[src/hdl/cbc_pkg.sv]
`default_nettype none

package cbc_pkg;

    // Cartridge kinds
    localparam logic [2:0] KIND_ROM  = 3'd0;
    localparam logic [2:0] KIND_MBC1 = 3'd1;
    localparam logic [2:0] KIND_MBC2 = 3'd2;
    localparam logic [2:0] KIND_MBC3 = 3'd3;
    localparam logic [2:0] KIND_MBC5 = 3'd4;

    // Bus access codes
    localparam logic [1:0] OP_ROM_RD  = 2'd0;
    localparam logic [1:0] OP_ROM_WR  = 2'd1;
    localparam logic [1:0] OP_SRAM_RD = 2'd2;
    localparam logic [1:0] OP_SRAM_WR = 2'd3;

    // Configuration register indexes
    localparam logic CFG_CART_KIND  = 1'b0;
    localparam logic CFG_BANK_COUNT = 1'b1;

    // Field widths
    localparam int ADDR_W      = 15;
    localparam int DATA_W      = 8;
    localparam int ROM_ADDR_W  = 23;
    localparam int ROM_SEL_W   = 16;
    localparam int COUNT_W     = 10;
    localparam int KIND_W      = 3;
    localparam int SRAM_SEL_W  = 2;
    localparam int BANK_OFFS_W = 14;    // 16 KiB ROM banks

    // Control write regions, inclusive upper ends
    localparam logic [ADDR_W-1:0] REG_ENABLE_END   = 15'h1FFF;
    localparam logic [ADDR_W-1:0] REG_MBC5_LOW_END = 15'h2FFF;
    localparam logic [ADDR_W-1:0] REG_ROM_BANK_END = 15'h3FFF;
    localparam logic [ADDR_W-1:0] REG_UPPER_END    = 15'h5FFF;

    localparam logic [3:0]         RAM_ENABLE_KEY = 4'hA;
    localparam logic [COUNT_W-1:0] MBC5_WIDE_COUNT = 10'd256;
    localparam logic [DATA_W-1:0]  SRAM_OFF_BYTE  = 8'hFF;

    localparam logic [KIND_W-1:0]  KIND_RESET  = KIND_ROM;
    localparam logic [COUNT_W-1:0] COUNT_RESET = 10'd2;

    typedef struct packed {
        logic [ROM_SEL_W-1:0]  rom_sel;
        logic [SRAM_SEL_W-1:0] sram_sel;
        logic                  ram_en;
        logic                  sram_banking;
    } bank_state_t;

endpackage

`default_nettype wire

[src/hdl/cbc_rem_div.sv]
`default_nettype none

// Restoring remainder, one dividend bit per cycle.
module cbc_rem_div (
    input  wire logic                          clk,
    input  wire logic                          rst_n,
    input  wire logic                          start,
    input  wire logic [cbc_pkg::ROM_SEL_W-1:0] dividend,
    input  wire logic [cbc_pkg::COUNT_W-1:0]   divisor,
    output logic                               done,
    output logic [cbc_pkg::COUNT_W-1:0]        remainder
);
    import cbc_pkg::*;

    localparam int CNT_W = $clog2(ROM_SEL_W);

    logic [COUNT_W-1:0]   rem_reg, rem_next;
    logic [ROM_SEL_W-1:0] dvd_reg, dvd_next;
    logic [COUNT_W-1:0]   d_reg, d_next;
    logic [CNT_W-1:0]     cnt_reg, cnt_next;
    logic                 run_reg, run_next;
    logic                 done_reg, done_next;
    logic [COUNT_W:0]     trial;
    logic                 fits;

    assign trial = {rem_reg, dvd_reg[ROM_SEL_W-1]};
    assign fits  = (trial >= {1'b0, d_reg});

    always_comb
    begin
        rem_next  = rem_reg;
        dvd_next  = dvd_reg;
        d_next    = d_reg;
        cnt_next  = cnt_reg;
        run_next  = run_reg;
        done_next = 1'b0;
        if (start)
        begin
            rem_next = '0;
            dvd_next = dividend;
            d_next   = (divisor == '0) ? COUNT_W'(1) : divisor;   // zero count acts as one
            cnt_next = CNT_W'(ROM_SEL_W - 1);
            run_next = 1'b1;
        end
        else if (run_reg)
        begin
            rem_next = fits ? COUNT_W'(trial - {1'b0, d_reg}) : trial[COUNT_W-1:0];
            dvd_next = {dvd_reg[ROM_SEL_W-2:0], 1'b0};
            cnt_next = cnt_reg - CNT_W'(1);
            if (cnt_reg == '0)
            begin
                run_next  = 1'b0;
                done_next = 1'b1;
            end
        end
    end

    always_ff @(posedge clk or negedge rst_n)
    begin
        if (!rst_n)
        begin
            run_reg  <= 1'b0;
            done_reg <= 1'b0;
            cnt_reg  <= '0;
        end
        else
        begin
            run_reg  <= run_next;
            done_reg <= done_next;
            cnt_reg  <= cnt_next;
        end
    end

    always_ff @(posedge clk)
    begin
        rem_reg <= rem_next;
        dvd_reg <= dvd_next;
        d_reg   <= d_next;
    end

    assign done      = done_reg;
    assign remainder = rem_reg;

    a_rem_below_divisor: assert property (@(posedge clk) disable iff (!rst_n)
        run_reg |-> (rem_reg < d_reg))
        else $error("partial remainder not below divisor");

    a_start_runs: assert property (@(posedge clk) disable iff (!rst_n)
        start |=> run_reg && (cnt_reg == CNT_W'(ROM_SEL_W - 1)))
        else $error("divider did not start");

    a_done_idle: assert property (@(posedge clk) disable iff (!rst_n)
        done_reg |-> !run_reg && $past(run_reg))
        else $error("done without a finished run");

endmodule

`default_nettype wire

[config.mk]
export PLATFORM = sky130hd
export DESIGN_NAME = cbc_rem_div
export DESIGN_NICKNAME = d
export VERILOG_FILES = /design/src/hdl/cbc_pkg.sv /design/src/hdl/cbc_rem_div.sv
export SDC_FILE = /design/constraint.sdc
export NUM_CORES = 1
export LEC_CHECK = 0
export ABC_AREA = 1
export BUFFER_PORTS_ARGS = -buffer_cell sky130_fd_sc_hd__buf_2
export CORE_ASPECT_RATIO = 0.8
export CORE_MARGIN = 2
export CORE_UTILIZATION = 40
export DETAILED_ROUTE_END_ITERATION = 6
export PLACE_DENSITY_LB_ADDON = 0.12
export SLEW_MARGIN = 20
export SYNTH_ARGS = -nofsm -noshare
export SYNTH_HDL_FRONTEND = slang
export SYNTH_SLANG_ARGS = --single-unit
[constraint.sdc]
create_clock -name clk -period 1.88 [get_ports clk]
set_input_delay 0.282 -clock clk [delete_from_list [all_inputs] [get_ports clk]]
set_output_delay 0.282 -clock clk [all_outputs]
set_load 0.02 [all_outputs]
==> results.toml, run 1 <==
[sta]
finalHoldViolations = 0
period_needed_ns = 1.73
fmax_ghz = 0.579
slew_viol_final = 0
final.period_utilization_pct = 91.8
setup_slack_ns = 0.154
tightest_slew_ns = 0.449
max_slew_margin_pct = 69.9
setup_viol = 0
fin_skew_ns = 0.00796

[drt]
post_drt_via_cell_ratio = 4.62
wl_per_cell_um = 12.1
wl_mm = 5.16
initialDrtViolationCount = 93
dr.pass1.iters = 4
route.detailed.drc = 0
drt.antenna.violating_nets = 0
vias = 1964

[setup_path]
slowest_stage = "edfxtp_1"
r2r_setup_slack_ns = 0.15
crit_chain = "inv_1 > ha_1 > inv_1 > nor2_4 > nand2_1 > nor2_1 > nand2_1 > buf_4 > nand4_1 > nand3_1 > nand2_1"
critical_path_class = "reg -> reg"
crit_fanout = 10
cp-start-kind = "flop"
cp_data_arrival_time_ns = 1.92
timing.rr.end = "remainder[5]"
cpPeakStageDelay_ns = 0.39
reg2regPathDepth = 11
path_buf_inv = 3
critPathCaptureType = "flop"
rr_startpoint = "d_reg[9]"
required_ns = 2.07
path_delay_family = "simple AND/OR/NAND/NOR gates"
crit_path_frequent_cell = "nand2_1"

[global_route]
met3_usage_pct = 3.51
use_met2_pct = 23.0
grt_overflow_total = 0
track_usage_pct = 16.5
busiest_layer = "met1"
grt_pass1_vias = 1804
gr-usage-met1_pct = 25.5
grt_pass1_wl_mm = 8.63
antenna_found_initial = 0
grt_max_degree = 30

[pwr]
irDropWorstVdd_v = 0.000495
p_per_area_nw_per_um2 = 1310
leakagePower_nw = 1.46

[placed_design]
io_buffers = 39
hpwl_mm = 3.70
gp_congestion = 0.872
pre_cts_ws_ns = 0.101

[die]
die-area_um2 = 6630
start_util_pct = 40.9
top_level_ports = 40
core_area_um2 = 5850
num_rows = 25
dieWidth_um = 90.5
die_h_um = 73.2

[layout]
post_route_cells_drive_above_1_share_pct = 22.4
n_antenna_cell = 0
area_growth_syn_to_layout_pct = 19.3
post-route-util_pct = 48.8
largest_reg_flops = 16
nets = 384

[clocking]
numCtsBuffers = 5
clock_sinks = 42
post_cts_buffers = 0
cts-root-buf = "clkbuf_8"
cts_tree = "built"
clk_path_buf_depth = 2
clock_latency_ns = 0.30
htreeDepth = 2
clk_pin_slew_ns = 0.08

[synthesis]
synth-seq-cells = 42
synth_top_area_share_pct = 32.6
yosysWarnings = 0
synth_cells = 304
netlist_top_cells_area = "edfxtp_1, nand2_1, dfxtp_1"
synth-edff-count = 26
yosysTopAreaCell = "edfxtp_1"
netlist_area_um2 = 2390
synth_ff_type = "edfxtp_1"
synth_nets = 345
avgSynthCellArea_um2 = 7.88
synthArstFlopShare_pct = 14.3
ys_types = 31
seq_area_frac_synth_pct = 47.2

[outcome]
status = "finished, final reports clean"

[hold_path]
holdPathEnd = "d_reg[8]"
hold_path_class = "in -> reg"
holdPathStages = 1
hold_start = "divisor[8]"

[flow_run]
maxCapViolCount = 0
==> cells in the final DEF (no fill, tap or decap), types with 4 or more instances in the layout <==
master	synthesis	routed
inv_1	41	40
nand2_2	5	7
dfxtp_1	10	10
nand3_1	26	25
a21oi_1	5	5
clkbuf_8	0	5
buf_2	2	39
buf_4	2	8
o21ai_0	4	4
nor2_1	12	11
nand2_1	109	107
edfxtp_1	26	26
dfrtp_1	6	6
ha_1	11	11
inv_2	4	5
nand4_1	11	11
==> per-stage QoR <==
step	instances	area (um2)	TNS, ns	hold slack [ns]	power [mW]
final	425	2860	0	0.174	3.75
after global routing	425	2860	-0.00633	0.160	4.06
after CTS	424	2810	0	0.166	3.68
after detailed placement	415	2670	0	0.112	2.86
after global placement	415	2670	0	0.114	2.86
after floorplan	304	2390	0	-0.0136	2.47
==> worst reg2reg max path, cell delays in order (launching register included) <==
cell and delay, ns:
edfxtp_1 0.39, inv_1 0.09, ha_1 0.26, inv_1 0.12, nor2_4 0.05, nand2_1 0.08
nor2_1 0.04, nand2_1 0.11, buf_4 0.22, nand4_1 0.11, nand3_1 0.09, nand2_1 0.05
==> layer usage <==
layer	vias up	share of wire, %
met5	-	0
met4	0	1.0
met3	5	4.1
met2	34	41
met1	879	54
li1	1046	-
==> Yosys cell counts, types with 4 or more instances <==
cell and count:
a21oi_1 5, clkbuf_1 12, dfrtp_1 6, dfxtp_1 10, edfxtp_1 26, ha_1 11, inv_1 41, inv_2 4
nand2_1 109, nand2_2 5, nand3_1 26, nand4_1 11, nor2_1 12, o21ai_0 4
==> worst max-delay path by stage <==
stage               cells past startpoint           end    startpoint  slack (ns)
detailed placement                     12  remainder[8]   dvd_reg[15]        0.10
finish                                 11  remainder[5]      d_reg[9]        0.15
floorplan                              11  remainder[9]  remainder[7]        0.25
global placement                        8  remainder[8]  remainder[7]        0.10
CTS                                    12  remainder[8]   dvd_reg[15]        0.08
global route                           12  remainder[8]   dvd_reg[15]      -0.006
==> where the power goes <==
part	total (mW)	internal [mW]	switching, mW
Sequential	1.26	1.13	0.126
Combinational	1.67	0.652	1.02
Clock	0.811	0.479	0.332
==> kinds of logic after synthesis <==
group	synth area share, %
DFF	47.2
adders and majority gates	6.58
AOI/OAI and AO/OA	3.24
xor gates and xnor gates	1.10
and+or+nand+nor	31.2
buffers and inverters	10.6
==> area by class of cell <==
class	instances	area, um2
Clock inverter	2	38.8
Fill cell	595	2990
Multi-Input combinational cell	200	1050
Timing Repair Buffer	48	265
Clock buffer	6	93.8
Sequential cell	42	1130
Tap cell	81	101
Inverter	46	173
==> repair_timing <==
action / CTS / global route
resized for setup: 0 / 9
hold buffers: 1 / 0
endpoints found under the setup margin: 0 / 10
endpoints found under the hold margin: 6 / 0
No activity file was read; power rests on OpenSTA's default activity.
==> run 2, diff against run 1 <==
--- a/config.mk
+++ b/config.mk
@@ -8,8 +8,7 @@
 export ABC_AREA = 1
 export BUFFER_PORTS_ARGS = -buffer_cell sky130_fd_sc_hd__buf_2
 export CORE_ASPECT_RATIO = 0.8
-export CORE_MARGIN = 2
-export CORE_UTILIZATION = 40
+export CORE_UTILIZATION = 38
 export DETAILED_ROUTE_END_ITERATION = 6
 export PLACE_DENSITY_LB_ADDON = 0.12
 export SLEW_MARGIN = 20
==> results.toml, run 2 (synthesis results as in run 1) <==
[outcome]
status = "finished, final reports clean"

[global_route]
grt_pass1_wl_mm = 8.55
grt_overflow_total = 0
grt_pass1_vias = 1730
antenna_found_initial = 0
track_usage_pct = 17.0
grt_max_degree = 18

[setup_path]
path_delay_family = "simple AND/OR/NAND/NOR gates"
cp-start-kind = "flop"
rr_startpoint = "d_reg[1]"
critical_path_class = "reg -> reg"
required_ns = 2.08
path_buf_inv = 2
cp_data_arrival_time_ns = 1.93
crit_chain = "inv_1 > ha_1 > nand3_1 > nand3_2 > nand2_2 > buf_4 > nand4_1 > nand3_1 > nand2_1"
reg2regPathDepth = 9
crit_fanout = 10
timing.rr.end = "remainder[5]"
critPathCaptureType = "flop"
crit_path_frequent_cell = "nand3_1"
r2r_setup_slack_ns = 0.14
slowest_stage = "edfxtp_1"
cpPeakStageDelay_ns = 0.37

[clocking]
numCtsBuffers = 5
htreeDepth = 2
cts_tree = "built"
clock_latency_ns = 0.30
clk_pin_slew_ns = 0.08
clk_path_buf_depth = 2
cts-root-buf = "clkbuf_8"
clock_sinks = 42

[drt]
wl_met1_mm = 2.84
dr_wl_met2_mm = 2.28
wl_per_cell_um = 12.8
drt.antenna.violating_nets = 0
dr.pass1.iters = 4
post_drt_via_cell_ratio = 4.71
wl_mm = 5.46
top_layer_used = "met4"
initialDrtViolationCount = 132
vias = 2017
route.detailed.drc = 0
dr_wl_met3_um = 275

[die]
start_util_pct = 39.9
die_h_um = 73.0
num_rows = 25
dieWidth_um = 90.8
core_area_um2 = 6010
top_level_ports = 40
die-area_um2 = 6630

[hold_path]
hold_start = "divisor[8]"
holdPathStages = 1
holdPathEnd = "d_reg[8]"
hold_path_class = "in -> reg"

[layout]
area_growth_syn_to_layout_pct = 21.6
nets = 387
final_common_cell = "nand2_1"
post_route_cells_drive_above_1_share_pct = 25.9
layout_common_cells = "nand2_1, inv_1, buf_2"
n_antenna_cell = 0
post-route-util_pct = 48.5
largest_reg_flops = 16
fillCellCount = 608

[sta]
fin_skew_ns = 0.00692
setup_viol = 0
finalHoldViolations = 0
setup_slack_ns = 0.144
final.period_utilization_pct = 92.3
tightest_slew_ns = 0.434
fmax_ghz = 0.576
max_slew_margin_pct = 70.9
period_needed_ns = 1.74
slew_viol_final = 0

[pwr]
irDropWorstVdd_v = 0.000531
power_mw = 3.80
leakagePower_nw = 1.46
p_per_area_nw_per_um2 = 1300

[placed_design]
hpwl_mm = 3.82
gp_congestion = 0.844
pre_cts_ws_ns = 0.0805
io_buffers = 39

[flow_run]
maxCapViolCount = 0
==> run 2: cell type report <==
cell class / count / area, um2 / share of cell area [%]
well taps: 81 / 101 / 3.48
inverters: 46 / 173 / 5.93
clock inverters: 2 / 37.5 / 1.29
repair buffers: 50 / 280 / 9.63
multi-input cells: 201 / 1110 / 38.3
clock buffers: 6 / 72.6 / 2.49
flip-flops and latches: 42 / 1130 / 38.9
==> run 2: per-layer routing <==
metal / global-route usage (%) / vias up
met5: 0 / -
met4: 5.91 / 0
met3: 3.44 / 6
met2: 23.4 / 51
met1: 26.0 / 905
li1: - / 1055
==> run 2: power by group <==
group	switching, mW	total (mW)	internal, mW
clock network	0.334	0.730	0.397
registers	0.142	1.28	1.14
logic	1.07	1.79	0.722
==> run 2: repair_timing <==
action	CTS	global route
buffers inserted	0	1
gates resized for setup	0	22
hold buffers	1	0
endpoints found under the hold margin	6	0
setup endpoints to repair	0	10
==> run 2: worst max-delay path by stage <==
stage	to	depth (start not counted)	slack [ns]	from
final	remainder[5]	9	0.14	d_reg[1]
after global routing	remainder[8]	9	-0.004	d_reg[1]
after CTS	remainder[8]	9	0.06	d_reg[8]
after detailed placement	remainder[8]	12	0.08	dvd_reg[15]
after global placement	remainder[8]	8	0.07	remainder[5]
after floorplan	remainder[9]	11	0.25	remainder[7]
==> run 2: per-stage QoR <==
stage / hold slack, ns / setup TNS, ns / instance area [um2] / instances
3_5_place_dp: 0.118 / 0 / 2680 / 416
4_1_cts: 0.161 / 0 / 2800 / 425
6_report: 0.169 / 0 / 2910 / 428
3_3_place_gp: 0.117 / 0 / 2680 / 416
5_1_grt: 0.162 / -0.00436 / 2910 / 428
2_1_floorplan: -0.0136 / 0 / 2390 / 304
