**config.mk**
```make
export PLATFORM = sky130hd
export DESIGN_NAME = cbc_bank_regs
export DESIGN_NICKNAME = d
export VERILOG_FILES = /design/src/hdl/cbc_pkg.sv /design/src/hdl/cbc_bank_regs.sv
export SDC_FILE = /design/constraint.sdc
export NUM_CORES = 1
export LEC_CHECK = 0
export ABC_AREA = 1
export BUFFER_PORTS_ARGS = -buffer_cell sky130_fd_sc_hd__buf_2
export CELL_PAD_IN_SITES_DETAIL_PLACEMENT = 0
export CELL_PAD_IN_SITES_GLOBAL_PLACEMENT = 1
export CORE_ASPECT_RATIO = 0.5
export CORE_MARGIN = 2
export CORE_UTILIZATION = 33
export CTS_BUF_LIST = sky130_fd_sc_hd__clkbuf_4 sky130_fd_sc_hd__clkbuf_8
export CTS_CLUSTER_SIZE = 24
export DETAILED_ROUTE_END_ITERATION = 6
export PLACE_DENSITY_LB_ADDON = 0.1
export SKIP_CTS_REPAIR_TIMING = 1
export SLEW_MARGIN = 10
export SYNTH_ARGS = -nofsm -noshare
export SYNTH_HDL_FRONTEND = slang
export SYNTH_SLANG_ARGS = --single-unit
```
**constraint.sdc**
```tcl
create_clock -name clk -period 1.45 [get_ports clk]
set_input_delay 0.29 -clock clk [delete_from_list [all_inputs] [get_ports clk]]
set_output_delay 0.29 -clock clk [all_outputs]
set_load 0.03 [all_outputs]
```
**src/hdl/cbc_pkg.sv**
```systemverilog
`default_nettype none

package cbc_pkg;

    // Cartridge kinds
    localparam logic [2:0] KIND_ROM  = 3'd0;
    localparam logic [2:0] KIND_MBC1 = 3'd1;
    localparam logic [2:0] KIND_MBC2 = 3'd2;
    localparam logic [2:0] KIND_MBC3 = 3'd3;
    localparam logic [2:0] KIND_MBC5 = 3'd4;

    // Bus access codes
    localparam logic [1:0] OP_ROM_RD  = 2'd0;
    localparam logic [1:0] OP_ROM_WR  = 2'd1;
    localparam logic [1:0] OP_SRAM_RD = 2'd2;
    localparam logic [1:0] OP_SRAM_WR = 2'd3;

    // Configuration register indexes
    localparam logic CFG_CART_KIND  = 1'b0;
    localparam logic CFG_BANK_COUNT = 1'b1;

    // Field widths
    localparam int ADDR_W      = 15;
    localparam int DATA_W      = 8;
    localparam int ROM_ADDR_W  = 23;
    localparam int ROM_SEL_W   = 16;
    localparam int COUNT_W     = 10;
    localparam int KIND_W      = 3;
    localparam int SRAM_SEL_W  = 2;
    localparam int BANK_OFFS_W = 14;    // 16 KiB ROM banks

    // Control write regions, inclusive upper ends
    localparam logic [ADDR_W-1:0] REG_ENABLE_END   = 15'h1FFF;
    localparam logic [ADDR_W-1:0] REG_MBC5_LOW_END = 15'h2FFF;
    localparam logic [ADDR_W-1:0] REG_ROM_BANK_END = 15'h3FFF;
    localparam logic [ADDR_W-1:0] REG_UPPER_END    = 15'h5FFF;

    localparam logic [3:0]         RAM_ENABLE_KEY = 4'hA;
    localparam logic [COUNT_W-1:0] MBC5_WIDE_COUNT = 10'd256;
    localparam logic [DATA_W-1:0]  SRAM_OFF_BYTE  = 8'hFF;

    localparam logic [KIND_W-1:0]  KIND_RESET  = KIND_ROM;
    localparam logic [COUNT_W-1:0] COUNT_RESET = 10'd2;

    typedef struct packed {
        logic [ROM_SEL_W-1:0]  rom_sel;
        logic [SRAM_SEL_W-1:0] sram_sel;
        logic                  ram_en;
        logic                  sram_banking;
    } bank_state_t;

endpackage

`default_nettype wire

```
**src/hdl/cbc_bank_regs.sv**
```systemverilog
`default_nettype none

module cbc_bank_regs (
    input  wire logic                         clk,
    input  wire logic                         rst_n,
    input  wire logic                         wr_en,
    input  wire logic [cbc_pkg::ADDR_W-1:0]   addr,
    input  wire logic [cbc_pkg::DATA_W-1:0]   wr_data,
    input  wire logic [cbc_pkg::KIND_W-1:0]   kind,
    input  wire logic [cbc_pkg::COUNT_W-1:0]  bank_count,
    output cbc_pkg::bank_state_t              bank_state
);
    import cbc_pkg::*;

    logic [ROM_SEL_W-1:0]  rom_sel_reg, rom_sel_next;
    logic [SRAM_SEL_W-1:0] sram_sel_reg, sram_sel_next;
    logic                  ram_en_reg, ram_en_next;
    logic                  sram_banking_reg, sram_banking_next;
    logic                  key_match;

    // Low bank bits with bank 0 remapped to 1
    function automatic logic [ROM_SEL_W-1:0] low_bank(
        input logic [ROM_SEL_W-1:0] cur,
        input logic [ROM_SEL_W-1:0] keep,
        input logic [DATA_W-1:0]    v
    );
        logic [DATA_W-1:0] vv;
        vv = (v == '0) ? DATA_W'(1) : v;
        return (cur & keep) | {{(ROM_SEL_W-DATA_W){1'b0}}, vv};
    endfunction

    assign key_match = (wr_data[3:0] == RAM_ENABLE_KEY);

    always_comb
    begin
        rom_sel_next      = rom_sel_reg;
        sram_sel_next     = sram_sel_reg;
        ram_en_next       = ram_en_reg;
        sram_banking_next = sram_banking_reg;
        if (wr_en)
        begin
            unique case (kind)
                KIND_MBC1:
                begin
                    if (addr <= REG_ENABLE_END)
                        ram_en_next = key_match;
                    else if (addr <= REG_ROM_BANK_END)
                        rom_sel_next = low_bank(rom_sel_reg, 16'h00E0,
                                                wr_data & 8'h1F);
                    else if (addr <= REG_UPPER_END)
                    begin
                        if (sram_banking_reg)
                            sram_sel_next = wr_data[1:0];
                        else
                            rom_sel_next = (rom_sel_reg & 16'h001F)
                                           | {9'd0, wr_data[1:0], 5'd0};
                    end
                    else if (wr_data[0])
                    begin
                        sram_banking_next = 1'b1;
                        rom_sel_next      = rom_sel_reg & 16'h001F;
                    end
                    else
                        sram_banking_next = 1'b0;
                end
                KIND_MBC2:
                begin
                    // address bit 8 picks enable vs bank on this kind
                    if (addr <= REG_ENABLE_END)
                    begin
                        if (!addr[8])
                            ram_en_next = key_match;
                    end
                    else if (addr <= REG_ROM_BANK_END)
                    begin
                        if (addr[8])
                            rom_sel_next = low_bank(rom_sel_reg, 16'h00E0,
                                                    wr_data & 8'h1F);
                    end
                end
                KIND_MBC3:
                begin
                    if (addr <= REG_ENABLE_END)
                        ram_en_next = key_match;
                    else if (addr <= REG_ROM_BANK_END)
                        rom_sel_next = low_bank(16'h0000, 16'h0000,
                                                wr_data & 8'h7F);
                end
                KIND_MBC5:
                begin
                    if (addr <= REG_ENABLE_END)
                        ram_en_next = key_match;
                    else if (addr <= REG_MBC5_LOW_END)
                        rom_sel_next = low_bank(rom_sel_reg, 16'hFF00, wr_data);
                    else if (addr <= REG_ROM_BANK_END)
                    begin
                        // high byte only exists on large carts
                        if (bank_count < MBC5_WIDE_COUNT)
                            rom_sel_next = low_bank(rom_sel_reg, 16'hFF00, wr_data);
                        else
                            rom_sel_next = {wr_data, rom_sel_reg[7:0]};
                    end
                    else
                        sram_sel_next = wr_data[1:0];
                end
                default:
                begin
                    // plain ROM and unused kinds ignore writes
                end
            endcase
        end
    end

    always_ff @(posedge clk or negedge rst_n)
    begin
        if (!rst_n)
        begin
            rom_sel_reg      <= '0;
            sram_sel_reg     <= '0;
            ram_en_reg       <= 1'b0;
            sram_banking_reg <= 1'b0;
        end
        else
        begin
            rom_sel_reg      <= rom_sel_next;
            sram_sel_reg     <= sram_sel_next;
            ram_en_reg       <= ram_en_next;
            sram_banking_reg <= sram_banking_next;
        end
    end

    assign bank_state.rom_sel      = rom_sel_reg;
    assign bank_state.sram_sel     = sram_sel_reg;
    assign bank_state.ram_en       = ram_en_reg;
    assign bank_state.sram_banking = sram_banking_reg;

endmodule

`default_nettype wire

```
==> impl_results.md, run 1 <==
- Worst path cell trace: nand2_1, o21ai_0, nand2_1, nand2_1, nor2_2, buf_6, nand2_4, o21ai_2
- Cells after synthesis: 228
- Total congestion overflow: 0
- Delay-heaviest family, CP: simple AND/OR/NAND/NOR gates
- Core area: 0.004339 mm2
- Main synth FF type: dfrtp_1
- Post-DRT Antenna Nets: 0
- Area growth syn-to-layout: 31.04%
- VDD IR max: 0.3700 mV
- #FFs+latches synth: 20
- Cell Area, Synth: 0.001471 mm2
- Most frequent CP cell: nand2_1
- DRT iter0 DRCs: 102
- Non-filler instance count after layout: 342
- Crit path to: rom_sel_reg[12]$_DFFE_PN0P_
- Met3 routed WL: 230 um
- Final Max Tran Viols: 0
- Fmax: 722.2 MHz
- Largest cells by area after synthesis: dfrtp_1 (34%), nand2_1 (19%), nand3_1 (8.8%)
- Routed wire length per instance: 13.16 um
- Status: finished, violations left
- H-Tree Level Count: 1
- Die ar.: 0.005041 mm2
- Post-synth cell types: 21
- Die H: 51.22 um
- Worst setup EP type: flip-flop
- First-pass GRT wire length: 7293 um
- GRT Util Overall: 18.80%
- Fin crit share: 95.49%
- # DRC: 0
- Worst Skew: 8.207 ps
- Violated checks: hold timing
- Final Hold Viols: 20
- Slew margin rel.: 66.63%
- Pre-CTS setup slack: -73.12 ps
- Slowest library cell on the worst path: dfrtp_1
- Syn nets: 267
- CTS sink count: 20
- YS warnings: 0
- Via count: 1,634
- RSZ-0062 raised after global routing: true
- Final net count: 325
- R2R cell count: 8
- R2r startpoint: sram_banking_reg$_DFFE_PN0P_
- Setup CP Type: reg2reg
- Final Core Density: 44.43%
- TritonCTS clock tree: yes
- Final Cell Area: 0.001928 mm2
- Maximum fanout along the worst path: 10
- Leakage: 1.096 nW
- Largest net degree at the start of global routing: 21
- Final WL: 4501 um
- Crit path DAT: 1590 ps
- First-pass iteration count of the detailed router: 4
- Setup WS post-layout: 65.39 ps
- Top sig layer: met4
- Die width: 98.44 um
- Placed Area: 0.001839 mm2
- Vias in the first global route: 1,461
- Fillers: 485
- Max reg flops: 14
- CTS Buf Count: 3
- TNS Setup: 0 ps
- # rows: 17
- Design Power: 1.944 mW
- Shortest period the worst path allows: 1385 ps
- R2R Setup Slk: 70 ps
- Worst-path clk slew: 90 ps
- Actual slew at the worst max-slew pin: 500.5 ps
- Met1 wire length: 2490 um
- Routability-driven placement congestion ratio: 0.8573
- HPWL Detailed: 3469 um
- CP bufs+invs: 1
- N_diodes: 0
- Area of the multi-input gates: 827.0 um2
- Synth top area share: 34.01%
- Crit path depth: 8
- Via-to-Cell Ratio: 4.778
- Top Ports: 59
- Power Dens Cells: 1008 mW/mm2
- Syn_area_per_cell: 6.454 um2
- Seq/Total Area, Yosys: 34.01%
- Register area: 500.5 um2
- Initial antenna violation count: 0
- Min-delay worst type: in2async
- IO Port Bufs: 39
- Placed cells: 338
- Required time worst endpoint: 1650 ps
- Share of synthesized flip-flops with an asynchronous set or reset: 100.0%
- Reg-to-Reg End: rom_sel_reg[12]$_DFFE_PN0P_
- Layout cells sized above 1: 29.47%
- Root buf cell: clkbuf_8
- CP max stage delay: 420 ps
- Max-capacitance violation count: 0
- Post-synth EDFFs: 0
- Worst-skew pair later-pin latency: 270 ps
- Nature of the critical path startpoint: flip-flop
- CTS Buffer Depth: 2
- Metal2 WL: 1770 um
- WHS: -20.15 ps
- Initial Util: 33.91%
- Crit path launch: sram_banking_reg$_DFFE_PN0P_
- Final setup fails: 0
- Yosys top cell by area: dfrtp_1
==> cell families (layout without fill, tap and decap cells) <==
family,Yosys count,count (layout),share of synthesized area (%)
and+or+nand+nor,138,138,41.75
buffers and inverters,36,93,10.71
AOI/OAI and AO/OA,34,34,13.52
DFF,20,20,34.01
==> layout make-up <==
| class | count | share of cell area, % |
|---|---|---|
| multi-input cells | 172 | 42.89 |
| flip-flops and latches | 20 | 25.96 |
| repair buffers | 58 | 17.72 |
| inverters | 31 | 6.035 |
| well taps | 57 | 3.699 |
| clock buffers | 3 | 2.141 |
| clock inverters | 1 | 1.557 |
==> synth_stat cells, types with 3 or more instances <==
| cell | n |
|---|---|
| a21oi_1 | 8 |
| dfrtp_1 | 20 |
| inv_1 | 27 |
| inv_2 | 4 |
| nand2_1 | 73 |
| nand2_2 | 5 |
| nand3_1 | 26 |
| nand4_1 | 5 |
| nor2_1 | 21 |
| nor2_2 | 3 |
| o2111ai_1 | 4 |
| o21ai_0 | 14 |
| o21ai_1 | 4 |
| o21ai_2 | 3 |
==> layer usage <==
layer	vias to the layer above	track usage, %
met3	2	5.062
met2	35	25.96
met5	-	0
met1	746	29.32
met4	0	2.740
li1	851	-
==> cell usage in the layout (no fill, tap or decap) <==
| master | n |
|---|---|
| nand3b_1 | 1 |
| nand3_1 | 26 |
| nand4_1 | 5 |
| nand3_2 | 2 |
| dfrtp_1 | 20 |
| inv_2 | 4 |
| a21oi_1 | 8 |
| buf_4 | 18 |
| o21ai_0 | 13 |
| nor2_4 | 1 |
| nor2_2 | 3 |
| buf_6 | 1 |
| nand2_4 | 2 |
| o21ai_2 | 4 |
| o21ai_1 | 4 |
| bufinv_16 | 1 |
| nand2_2 | 6 |
| inv_1 | 27 |
| o211ai_1 | 1 |
| clkbuf_8 | 3 |
| nor2_1 | 20 |
| buf_2 | 39 |
| nand2_1 | 72 |
| o2111ai_1 | 4 |
==> worst min path at each step <==
stage,end,slack [ps],cells past startpoint
after floorplan,async pin,-6,0
after global placement,sram_sel_reg[0]$_DFFE_PN0P_,280,1
after detailed placement,sram_banking_reg$_DFFE_PN0P_,290,1
after CTS,rom_sel_reg[2]$_DFFE_PN0P_,-10,1
after global routing,rom_sel_reg[10]$_DFFE_PN0P_,9,1
final,rom_sel_reg[4]$_DFFE_PN0P_,-20,1
==> power by group <==
part,leakage [nW],total (mW),internal [mW],switching (mW)
logic,0.792,0.667,0.216,0.451
clock network,0.0357,0.582,0.369,0.213
registers,0.267,0.694,0.641,0.0533
total,1.10,1.94,1.23,0.718
(Power assumes the default switching activity.)
==> run 2: changes to the inputs <==
- ABC_AREA: 1 -> default
- CORE_UTILIZATION: 33 -> 34
- TNS_END_PERCENT: default -> 10
==> run 2 against run 1 <==
Against the previous run: design area shrank 11%; register-to-register slack lost 130 ps; final cell count shrank 37%; clock power shrank 3%; critical path depth shrank 1; hold slack gained 370 ps; die area shrank 23%; sequential cell count is the same; core utilization grew 10 points; the flow finishes with violations (setup timing); non-clock buffer count grew 11; setup slack lost 130 ps.
==> impl_results.md, run 2 <==
- Status: finished, violations left (unchanged)
- Violated checks: setup timing (was hold timing)
- Routability-driven placement congestion ratio: 0.7813 (was 0.8573)
- Final net count: 215 (was 325)
- Die ar.: 0.003899 mm2 (was 0.005041 mm2)
- CP max stage delay: 380 ps (was 420 ps)
- Min-delay worst type: in2reg (was in2async)
- Worst setup EP type: flip-flop (unchanged)
- Via-to-Cell Ratio: 5.172 (was 4.778)
- Largest net degree at the start of global routing: 21 (unchanged)
- Placed cells: 209 (was 338)
- Synth top area share: 43.43% (was 34.01%)
- RSZ-0062 raised after global routing: true (unchanged)
- Yosys top cell by area: dfrtp_1 (unchanged)
- CTS sink count: 20 (unchanged)
- Cells after synthesis: 110 (was 228)
- Worst Skew: 1.459 ps (was 8.207 ps)
- Setup CP Type: reg2reg (unchanged)
- Final setup fails: 15 (was 0)
- Crit path to: rom_sel_reg[15]$_DFFE_PN0P_ (was rom_sel_reg[12]$_DFFE_PN0P_)
- Fin crit share: 104.3% (was 95.49%)
- Root buf cell: clkbuf_8 (unchanged)
- Shortest period the worst path allows: 1513 ps (was 1385 ps)
- Vias in the first global route: 1,013 (was 1,461)
- Max reg flops: 14 (unchanged)
- Cell Area, Synth: 0.001152 mm2 (was 0.001471 mm2)
- Leakage: 0.8805 nW (was 1.096 nW)
- Main synth FF type: dfrtp_1 (unchanged)
- CP bufs+invs: 2 (was 1)
- Largest cells by area after synthesis: dfrtp_1 (43%), a22o_1 (13%), mux2_2 (3.9%) (was dfrtp_1 (34%), nand2_1 (19%), nand3_1 (8.8%))
- CTS Buf Count: 3 (unchanged)
- Register area: 500.5 um2 (unchanged)
- Area of the multi-input gates: 655.6 um2 (was 827.0 um2)
- CTS Buffer Depth: 2 (unchanged)
- N_diodes: 0 (unchanged)
- First-pass iteration count of the detailed router: 6 (was 4)
- Initial Util: 36.96% (was 33.91%)
- Max-capacitance violation count: 0 (unchanged)
- Worst-skew pair later-pin latency: 260 ps (was 270 ps)
- R2R cell count: 7 (was 8)
- DRT iter0 DRCs: 41 (was 102)
- Die H: 45.17 um (was 51.22 um)
- Top Ports: 59 (unchanged)
- Final Max Tran Viols: 0 (unchanged)
- Via count: 1,112 (was 1,634)
- R2r startpoint: sram_banking_reg$_DFFE_PN0P_ (unchanged)
- Final Hold Viols: 0 (was 20)
- Fmax: 661.0 MHz (was 722.2 MHz)
- Most frequent cells in the layout: buf_2 (39), buf_4 (28), dfrtp_1 (20), a22o_1 (17) (was nand2_1 (72), buf_2 (39), inv_1 (27), nand3_1 (26))
- Post-DRT Antenna Nets: 0 (unchanged)
- IO Port Bufs: 39 (unchanged)
- Crit path launch: sram_banking_reg$_DFFE_PN0P_ (unchanged)
- VDD IR max: 0.7567 mV (was 0.3700 mV)
- Final Core Density: 54.90% (was 44.43%)
- Syn_area_per_cell: 10.48 um2 (was 6.454 um2)
- GRT Util Overall: 17.39% (was 18.80%)
- # rows: 14 (was 17)
- Total congestion overflow: 0 (unchanged)
- Area growth syn-to-layout: 48.53% (was 31.04%)
- H-Tree Level Count: 1 (unchanged)
- Slew margin rel.: 70.15% (was 66.63%)
- Routed wire length per instance: 15.30 um (was 13.16 um)
- Delay-heaviest family, CP: simple AND/OR/NAND/NOR gates (unchanged)
- Placed Area: 0.001545 mm2 (was 0.001839 mm2)
- Crit path DAT: 1710 ps (was 1590 ps)
- Layout cells sized above 1: 56.00% (was 29.47%)
- Actual slew at the worst max-slew pin: 447.7 ps (was 500.5 ps)
- Reg-to-Reg End: rom_sel_reg[15]$_DFFE_PN0P_ (was rom_sel_reg[12]$_DFFE_PN0P_)
- Slowest library cell on the worst path: dfrtp_1 (unchanged)
- Post-synth top cells: dfrtp_1 (20), a22o_1 (17), a21oi_1 (6) (was nand2_1 (73), inv_1 (27), nand3_1 (26))
- TritonCTS clock tree: yes (unchanged)
- Final WL: 3290 um (was 4501 um)
- Syn nets: 149 (was 267)
- Post-synth cell types: 39 (was 21)
- Most common cell after layout, fill and taps aside: buf_2 (was nand2_1)
- Setup WS post-layout: -62.95 ps (was 65.39 ps)
- R2R Setup Slk: -60 ps (was 70 ps)
- Core area: 0.003118 mm2 (was 0.004339 mm2)
- Final Cell Area: 0.001712 mm2 (was 0.001928 mm2)
- Non-filler instance count after layout: 215 (was 342)
- Worst-path clk slew: 80 ps (was 90 ps)
- Worst path cell trace: nor2b_1, o21ai_2, nand3_2, buf_4, nor3b_4, buf_6, a22o_1 (was nand2_1, o21ai_0, nand2_1, nand2_1, nor2_2, buf_6, nand2_4, o21ai_2)
- HPWL Detailed: 2398 um (was 3469 um)
- Power Dens Cells: 1055 mW/mm2 (was 1008 mW/mm2)
- TNS Setup: -585.7 ps (was 0 ps)
- Seq/Total Area, Yosys: 43.43% (was 34.01%)
- Fillers: 306 (was 485)
- YS warnings: 0 (unchanged)
- Crit path depth: 7 (was 8)
- #FFs+latches synth: 20 (unchanged)
- First-pass GRT wire length: 5112 um (was 7293 um)
- Required time worst endpoint: 1650 ps (about the same)
- Initial antenna violation count: 0 (unchanged)
- Count leader, synth: dfrtp_1 (was nand2_1)
- Nature of the critical path startpoint: flip-flop (unchanged)
- Min-Delay Path Depth: 2
- Die width: 86.33 um (was 98.44 um)
- Maximum fanout along the worst path: 8 (was 10)
- Design Power: 1.806 mW (was 1.944 mW)
- Post-synth EDFFs: 0 (unchanged)
- Share of synthesized flip-flops with an asynchronous set or reset: 100.0% (unchanged)
- # DRC: 0 (unchanged)
-- run 2: cell types whose count changed in the layout (fill, tap and decap cells not counted), sizes merged, moves of 5 or more --
| cell | change |
|---|---|
| a22o | +17 |
| buf | +10 |
| inv | -29 |
| nand2 | -75 |
| nand3 | -25 |
| nor2 | -19 |
| nor3 | +5 |
| o21ai | -15 |
-- run 2: cell type report --
cell class | count | area share (%)
multi-input cells | 80 | 38.30
well taps | 40 | 2.924
flip-flops and latches | 20 | 29.24
inverters | 2 | 0.4386
clock inverters | 1 | 1.754
clock buffers | 3 | 2.412
repair buffers | 69 | 24.93
-- run 2: kinds of logic after synthesis --
| logic type | Yosys count | synth area share (%) |
|---|---|---|
| flip-flops | 20 | 43.43 |
| AND/OR/NAND/NOR | 40 | 22.91 |
| multiplexers | 4 | 3.909 |
| AO/OA/AOI/OAI | 36 | 23.35 |
| buffers and inverters | 10 | 6.406 |
-- run 2: worst register-to-register path, delay by kind of cell, from the launching register on --
kind / cells / cell delay, ps
buffers and inverters: 2 / 320
DFF: 1 / 380
and+or+nand+nor: 3 / 460
AOI/OAI and AO/OA: 2 / 300
-- run 2: metrics by stage --
stage	hold slack [ps]	worst slack (ps)
after floorplan	-5.591	-280.4
after global placement	258.6	-423.2
after detailed placement	266.1	-472.9
after CTS	-19.36	-265.7
after global routing	353.4	-110.8
final	345.1	-62.95
-- run 2: where the power goes --
group	internal (mW)	leakage, nW	switching (mW)	total [mW]
clock	0.368	0.0357	0.196	0.565
sequential	0.634	0.267	0.0411	0.676
combinational	0.228	0.578	0.338	0.566
total	1.23	0.881	0.575	1.81
-- run 2: worst min path at each step --
stage,startpoint,end,slack [ps]
floorplan,rst_n,async pin,-6
global placement,rst_n,rom_sel_reg[1]$_DFFE_PN0P_,260
detailed placement,rst_n,rom_sel_reg[3]$_DFFE_PN0P_,270
CTS,rst_n,rom_sel_reg[1]$_DFFE_PN0P_,-20
global route,wr_data[4],rom_sel_reg[4]$_DFFE_PN0P_,350
finish,wr_data[0],sram_sel_reg[0]$_DFFE_PN0P_,350
-- run 2: per-layer routing --
metal | GRT usage [%] | share of wire [%] | up-vias
met5 | 0 | 0 | -
met4 | 1.875 | 0.21 | 0
met3 | 4.388 | 5.3 | 2
met2 | 24.00 | 39 | 34
met1 | 27.68 | 55 | 533
li1 | - | - | 543
